===== config.mk =====
export PLATFORM = sky130hd
export DESIGN_NAME = sorted_priority_queue
export DESIGN_NICKNAME = d
export VERILOG_FILES = /design/src/design/sqp_pkg.sv /design/src/design/sorted_priority_queue.sv /design/src/design/sqp_cell.sv
export SDC_FILE = /design/constraint.sdc
export NUM_CORES = 2
export LEC_CHECK = 0
export ABC_AREA = 1
export BUFFER_PORTS_ARGS = -buffer_cell sky130_fd_sc_hd__buf_2
export CAP_MARGIN = 10
export CELL_PAD_IN_SITES_DETAIL_PLACEMENT = 0
export CELL_PAD_IN_SITES_GLOBAL_PLACEMENT = 2
export CORE_MARGIN = 2
export CORE_UTILIZATION = 39
export CTS_CLUSTER_SIZE = 40
export DETAILED_ROUTE_END_ITERATION = 6
export GPL_ROUTABILITY_DRIVEN = 0
export GPL_TIMING_DRIVEN = 1
export PLACE_DENSITY_LB_ADDON = 0.1
export SYNTH_ARGS = -nofsm -noshare
export SYNTH_HDL_FRONTEND = slang
export SYNTH_SLANG_ARGS = --single-unit

===== constraint.sdc =====
create_clock -name clk_i -period 4.6 [get_ports clk_i]
set_input_delay 0.92 -clock clk_i [delete_from_list [all_inputs] [get_ports clk_i]]
set_output_delay 0.92 -clock clk_i [all_outputs]
set_load 0.02 [all_outputs]

===== src/design/sqp_pkg.sv =====
// Shared types and constants for the sorted priority queue.
package sqp_pkg;

  localparam int unsigned CAPACITY = 16;
  localparam int unsigned DATA_W   = 32;
  localparam int unsigned CNT_W    = $clog2(CAPACITY + 1);
  localparam int unsigned OCC_W    = 5;
  localparam int unsigned STAT_W   = 2;

  typedef enum logic {
    OP_ENQ = 1'b0,
    OP_DEQ = 1'b1
  } op_e;

  typedef enum logic [STAT_W-1:0] {
    ST_OK    = 2'd0,
    ST_EMPTY = 2'd1,
    ST_FULL  = 2'd2
  } status_e;

  // Broadcast from the control logic to every cell.
  typedef struct packed {
    logic                     enq;
    logic                     deq;
    logic signed [DATA_W-1:0] value;
  } cell_ctrl_t;

endpackage


===== src/design/sorted_priority_queue.sv =====
// Top level of the min-first sorted priority queue built from a chain of cells.
//
// Usage:
//   Drive operation_i and value_i with start_i high; the item is accepted at
//   any edge where start_i is high and busy_o is low. busy_o stays low, so an
//   item can be issued in every cycle.
//   Enqueue inserts value_i into sorted position: every cell whose value is
//   larger takes its lower neighbor, and the first such cell (or the first
//   free one) takes the new value. Dequeue shifts every cell down by one and
//   returns the old head.
//   Each item gives one result in the cycle right after it is accepted,
//   marked by valid_o for exactly one cycle: status, removed value, the new
//   head and the occupancy. Throughput is one item per cycle; the compare in
//   every cell plus the head select set the path.
//   Dequeue on an empty queue reports an empty error, enqueue on a full
//   queue reports a full error and drops the value; state is unchanged.
//   Reset clears the occupancy and the result strobe; cell contents are not
//   cleared and are read only below the occupancy.
//   The receiver cannot stall: a result not taken in its cycle is gone.
module sorted_priority_queue (
  input  logic                              clk_i,
  input  logic                              rst_ni,
  input  logic                              start_i,
  output logic                              busy_o,
  input  logic                              operation_i,
  input  logic signed [sqp_pkg::DATA_W-1:0] value_i,
  output logic                              valid_o,
  output logic [sqp_pkg::STAT_W-1:0]        status_o,
  output logic signed [sqp_pkg::DATA_W-1:0] removed_value_o,
  output logic signed [sqp_pkg::DATA_W-1:0] head_value_o,
  output logic [sqp_pkg::OCC_W-1:0]         occupancy_o
);
  import sqp_pkg::*;

  logic                     accept;
  logic                     none_held;
  logic                     is_full;
  status_e                  status_d;
  cell_ctrl_t               ctrl;

  logic [CNT_W-1:0]         count_q;
  logic [CNT_W-1:0]         count_d;

  logic                     valid_q;
  status_e                  status_q;
  logic signed [DATA_W-1:0] removed_q;
  logic signed [DATA_W-1:0] removed_d;
  logic signed [DATA_W-1:0] head_q;
  logic signed [DATA_W-1:0] head_d;
  logic [OCC_W-1:0]         occ_q;

  logic                     occ     [CAPACITY];
  logic                     gt      [CAPACITY];
  logic signed [DATA_W-1:0] cell_d  [CAPACITY];
  logic signed [DATA_W-1:0] cell_q  [CAPACITY];

  // One item per cycle: never hold off the issuer.
  assign busy_o = 1'b0;
  assign accept = start_i && !busy_o;

  assign none_held = (count_q == '0);
  assign is_full   = (count_q == CNT_W'(CAPACITY));

  // Decode the operation and pick the status.
  always_comb begin
    ctrl.enq   = 1'b0;
    ctrl.deq   = 1'b0;
    ctrl.value = value_i;
    status_d   = ST_OK;
    count_d    = count_q;
    removed_d  = '0;
    if (accept) begin
      unique case (op_e'(operation_i))
        OP_ENQ: begin
          if (is_full) begin
            status_d = ST_FULL;
          end else begin
            ctrl.enq = 1'b1;
            count_d  = count_q + CNT_W'(1);
          end
        end
        OP_DEQ: begin
          if (none_held) begin
            status_d = ST_EMPTY;
          end else begin
            ctrl.deq  = 1'b1;
            count_d   = count_q - CNT_W'(1);
            removed_d = cell_q[0];
          end
        end
        default: status_d = ST_OK;
      endcase
    end
  end

  // Build the chain: each cell sees its lower and upper neighbor.
  for (genvar i = 0; i < CAPACITY; i++) begin : g_cell
    logic                     lower_gt;
    logic signed [DATA_W-1:0] lower_value;
    logic signed [DATA_W-1:0] upper_value;

    assign occ[i] = (count_q > CNT_W'(i));

    if (i == 0) begin : g_first
      assign lower_gt    = 1'b0;
      assign lower_value = '0;
    end else begin : g_mid
      assign lower_gt    = gt[i-1];
      assign lower_value = cell_q[i-1];
    end

    if (i == CAPACITY - 1) begin : g_last
      assign upper_value = cell_q[i];
    end else begin : g_inner
      assign upper_value = cell_q[i+1];
    end

    sqp_cell u_cell (
      .clk_i         (clk_i),
      .ctrl_i        (ctrl),
      .occ_i         (occ[i]),
      .lower_gt_i    (lower_gt),
      .lower_value_i (lower_value),
      .upper_value_i (upper_value),
      .gt_o          (gt[i]),
      .value_d_o     (cell_d[i]),
      .value_q_o     (cell_q[i])
    );
  end

  // Head after the operation comes from the next value of the first cell.
  assign head_d = (count_d != '0) ? cell_d[0] : '0;

  // Hold the occupancy and the strobe under reset.
  always_ff @(posedge clk_i or negedge rst_ni) begin
    if (!rst_ni) begin
      count_q <= '0;
      valid_q <= 1'b0;
    end else begin
      count_q <= count_d;
      valid_q <= accept;
    end
  end

  // Result payload: capture on accept, hold until the next accept.
  always_ff @(posedge clk_i) begin
    if (accept) begin
      status_q  <= status_d;
      removed_q <= removed_d;
      head_q    <= head_d;
      occ_q     <= OCC_W'(count_d);
    end
  end

  assign valid_o         = valid_q;
  assign status_o        = status_q;
  assign removed_value_o = removed_q;
  assign head_value_o    = head_q;
  assign occupancy_o     = occ_q;

endmodule


===== src/design/sqp_cell.sv =====
// One storage cell of the sorted queue chain.
module sqp_cell (
  input  logic                             clk_i,
  input  sqp_pkg::cell_ctrl_t              ctrl_i,
  input  logic                             occ_i,
  input  logic                             lower_gt_i,
  input  logic signed [sqp_pkg::DATA_W-1:0] lower_value_i,
  input  logic signed [sqp_pkg::DATA_W-1:0] upper_value_i,
  output logic                             gt_o,
  output logic signed [sqp_pkg::DATA_W-1:0] value_d_o,
  output logic signed [sqp_pkg::DATA_W-1:0] value_q_o
);
  import sqp_pkg::*;

  logic signed [DATA_W-1:0] value_q;
  logic signed [DATA_W-1:0] value_d;

  // Held value is larger than the new one: it moves up on insert.
  assign gt_o = occ_i && (value_q > ctrl_i.value);

  always_comb begin
    value_d = value_q;
    if (ctrl_i.deq) begin
      value_d = upper_value_i;
    end else if (ctrl_i.enq) begin
      if (lower_gt_i) begin
        value_d = lower_value_i;
      end else if (gt_o || !occ_i) begin
        value_d = ctrl_i.value;
      end
    end
  end

  always_ff @(posedge clk_i) begin
    value_q <= value_d;
  end

  assign value_d_o = value_d;
  assign value_q_o = value_q;

endmodule


Yosys cells after proc, flatten, opt, wreduce, memory -nomap -nowiden
Cells that the tools add are included.

operators by class
  multiplexer cells = 73
  bitwise operators = 2
  eq/ne operators = 1
  reductions and logical operators = 82
  $add $sub $neg = 2
  order comparisons = 32

operators by type and width
  cell                                                                  count
  32-bit 2-to-1 mux                                                     61
  32-bit > comparator                                                   16
  3-bit nonzero test                                                    14
  5-bit by 4-bit > comparator with 1-bit output, second input constant  8
  2-bit AND reduction                                                   14
  5-bit by 3-bit > comparator with 1-bit output, second input constant  4
  1-bit logical AND                                                     16
  1-bit logical NOT                                                     16
  1-bit logical OR                                                      16
  5-bit 2-to-1 mux                                                      3
  5-bit by 1-bit > comparator with 1-bit output, second input constant  2
  5-bit by 2-bit > comparator with 1-bit output, second input constant  2
  5-bit case mux with 2 select lines                                    1
  5-bit by 1-bit adder with 5-bit output, second input constant         1
  5-bit == test, second input constant                                  1
  5-bit logical NOT                                                     1
  1-bit 2-to-1 mux                                                      5
  5-bit nonzero test                                                    1
  5-bit by 1-bit subtractor with 5-bit output, second input constant    1
  2-bit 2-to-1 mux                                                      2
  2-bit case mux with 2 select lines                                    1
  2-bit nonzero test                                                    2
  3-bit AND reduction                                                   1
  1-bit inverter                                                        2
  2-bit OR reduction                                                    1

word-level totals
  output and inout port bits = 73
  bits in registers = 589
  bits of input ports = 36
  logic and storage cells = 214

Depth between registers and ports, before layout
  depth in word-level cells = 7
  gate-level depth with buffers = 21

Modules after synthesis
Synthesis repeated with hierarchy kept, for this count alone.

second synthesis, totals
  cell total of the unflattened synthesis = 8297
  area total of the unflattened synthesis = 51572.0 µm²

by module, submodules not included
  module                            times used  cells an instance  area each (µm²)
  sqp_cell at g_cell[0].u_cell ...  15          498                2979.1
  sorted_priority_queue             1           328                3477.1
  sqp_cell at g_cell[9].u_cell      1           499                3408.3

Least setup slack after synthesis
No wires, ideal clock.

  path kind = input-to-reg
  start = input port value_i[25] in the netlist's numbering
  end = register g_cell[6].u_cell.value_q[0], enable pin
  data arrival time = 5.135 ns
  slack = -0.975 ns
  cell stages on the path = 14
  required time = 4.159 ns
  buffers on the path = 2
  path through = inv_1 > clkbuf_1 > ha_1 > nand2_1 > inv_1 > o21ai_1 > a21oi_1 > or2_0 > a21oi_1 > nand2_1 > a21oi_2 > clkbuf_1 > nand2_1 > a31oi_1

between the ends
  longest elaborated chain between the ends = 5
  elaborated cells on any way between the ends = 7
  classes of those cells = order compare: 2; reduce/logical: 5

RTL lines
  element                                 line                         text
  start, declared                         sorted_priority_queue.sv:26  input logic signed [sqp_pkg::DATA_W-1:0] value_i,
  32-bit > comparator                     sqp_cell.sv:19               assign gt_o = occ_i && (value_q > ctrl_i.value);
  1-bit logical AND                       sqp_cell.sv:19
  1-bit logical OR                        sqp_cell.sv:28               end else if (gt_o || !occ_i) begin
  3-bit nonzero test (no source line) *   --
  2-bit AND reduction (no source line) *  --
  end signal, assigned                    sqp_cell.sv:35               value_q <= value_d;
  end, declared                           sqp_cell.sv:15               logic signed [DATA_W-1:0] value_q;

Every way passes the cells marked *; elsewhere a longest branch is shown, timed or not.
A chain may end at the register's enable or synchronous reset.

==> flow_summary.ini <==
[logic_synthesis]
synth_adder_area_share_pct = 15.2
syn_avg_cell_area_um2 = 7.89
synth_edf_count = 551
synth_most_common_cell = nand2_1
seq_area_frac_synth_pct = 40.9
yosys_warnings = 0
async_flop_share_pct = 1.02
muxShareOfSynthArea_pct = 0
ys_types = 53
syn_area_mm2 = 0.0424
synth_simple_gate_area_share_pct = 28.0
synth_compound_area_share_pct = 9.42
synth_area_leaders = edfxtp_1 (39%), nand2_1 (16%), ha_1 (15%)
synth_flop_cell = edfxtp_1
synth_nets = 5933
yosys.area.top_type = edfxtp_1
postSynthCellCount = 5380
synth_xor_area_share_pct = 0.0413
ys_ff_latch = 589
netlist_top_cells_count = nand2_1 (1756), edfxtp_1 (551), ha_1 (517), inv_1 (418), o21ai_0 (357)
synth_top_family_by_area = simple AND/OR/NAND/NOR gates
synth_top_area_share_pct = 39.0

[setup_path]
timing.rr.start = count_q[1]$_DFF_PN0_
crit_required_ps = 5080
worst_ep_arrival_time_ps = 4100
crit_type = flop to flop
rrSetupSlack_ps = 980
timing.rr.end = g_cell[13].u_cell.value_q_o[3]$_DFFE_PP_
r2r_cells = 10
crit_path_max_fanout = 70
critPathCaptureType = flop
startpoint_type = flop

[global_route]
grt_use_total_pct = 23.3
grt_pass1_wl_um = 206000
gr-total-overflow = 0
antenna_found_initial = 1
grt_max_degree = 191
grt_pass1_vias = 35400

[sta]
slew_violations = 0
hold_viol_final = 0
tns_ps = 0
slew_headroom_pct = 22.5
setup_viol = 0
holdWs_ps = 113
rsz0062_at_grt = no
skew_ps = 28.4
setup_ws_ps = 984
fin_crit_sh_pct = 78.6
fin_crit_ps = 3620
tightest_slew_ps = 1160
fmax_mhz = 277

[clock_tree]
postCtsSetupBuffers = 0
htree_levels = 3
cts_resized = 0
cts_buffer_depth = 3
numClockSinks = 589
path_clk_slew_ps = 60
postCtsHoldBufs = 0
clock_latency_ps = 650
cts_made_buffers = 76
cts_tree = done
cts_root_buf = clkbuf_16

[detailed_routing]
ant_nets = 0
routed_via_density = 5.19
drtIter0Drc = 2484
wl_per_cell_um = 18.7
wirelength_um = 130000
drc = 0
vias = 36100
firstDrtPassIters = 7

[floorplanning]
die_w_um = 334
initial_core_util_pct = 39.1
core_mm2 = 0.108
num_rows = 121
top_level_ports = 109
die_height_um = 334
dieArea_mm2 = 0.111

[layout]
fin_cells = 6960
fillers = 10900
finalNetCount = 6039
design_area_mm2 = 0.0482
final_util_pct = 44.5
drive_above_1_share_pct = 8.21
area_growth_pct = 13.6

[power]
power_mw = 35.2
p_per_area_mw_per_mm2 = 731
p_leak_nw = 22.4
peakVddDrop_mv = 0.484

[placed_design]
dp_cells = 6822
post-place-ws_ps = 335
placed_area_mm2 = 0.0458
port_buffers = 107
hpwl_um = 98100

[hold_path]
hp-class = primary input to async pin

[flow_run]
max-cap-violations = 0

[status]
status = finished, final reports clean
[worst max path at each step]
stage,end,start
after floorplan,g_cell[12].u_cell.value_q_o[0]$_DFFE_PP_,value_i[13]
after global placement,g_cell[2].u_cell.value_q_o[4]$_DFFE_PP_,value_i[11]
after detailed placement,g_cell[2].u_cell.value_q_o[26]$_DFFE_PP_,value_i[11]
after CTS,g_cell[10].u_cell.value_q_o[3]$_DFFE_PP_,count_q[1]$_DFF_PN0_
after global routing,g_cell[13].u_cell.value_q_o[3]$_DFFE_PP_,count_q[1]$_DFF_PN0_
final,g_cell[13].u_cell.value_q_o[3]$_DFFE_PP_,count_q[1]$_DFF_PN0_
[flip-flops by register name, indices dropped and copies added, names as in the netlist]
register	cells
removed_value_o	32
status_o	2
head_value_o	32
valid_o	1
occupancy_o	5
count_q	5
g_cell.u_cell.value_q_o	512
[where the power goes]
group | internal, mW | switching, mW | total, mW | leakage, nW
registers | 9.83 | 2.10 | 11.9 | 5.64
logic | 6.10 | 11.3 | 17.4 | 15.6
clock network | 3.47 | 2.46 | 5.93 | 1.18
[logic make-up (layout without fill, tap and decap cells)]
group | Yosys count | in the layout
other | 1 | 2
xor gates and xnor gates | 2 | 2
buffers and inverters | 714 | 879
DFF | 589 | 589
and+or+nand+nor | 2792 | 2792
adders and majority gates | 517 | 517
AOI/OAI and AO/OA | 765 | 765
[layout make-up]
class                           instances  area, um^2  share of cell area [%]
Clock buffer                          103        2150                    4.45
Multi-Input combinational cell       4077       22500                    46.7
Antenna cell                            1        2.50                 0.00519
Timing Repair Buffer                  318        2570                    5.33
Tap cell                             1414        1770                    3.67
Clock inverter                         34         251                   0.522
Sequential cell                       589       17300                    36.0
Inverter                              424        1610                    3.33
[per-layer routing]
metal  routed length (um)  vias to the layer above  GRT usage (%)
met2                62100                      671           39.9
met3                 5190                      123           3.17
li1                     -                    18700              -
met4                 2730                        0           5.24
met5                    0                        -              0
met1                60300                    16600           31.1
[layout by cell type, fill, tap and decap left out, types with 176 or more instances in the layout]
master,instances
nand2_1,1756
edfxtp_1,551
ha_1,517
inv_1,418
o21ai_0,357
nand3_1,345
nor2_1,332
a21oi_1,320
nand4_1,265
buf_4,176
[worst max-delay path, cell delays in order, from the launching register on]
cell     delay (ps)
dfrtp_1         420
inv_1           150
ha_1            300
nand3_2         260
nand2_2         170
nor2_4           80
inv_16          210
buf_4           680
buf_4           790
nand2_1         120
o21ai_0         160
(Power assumes the default switching activity.)
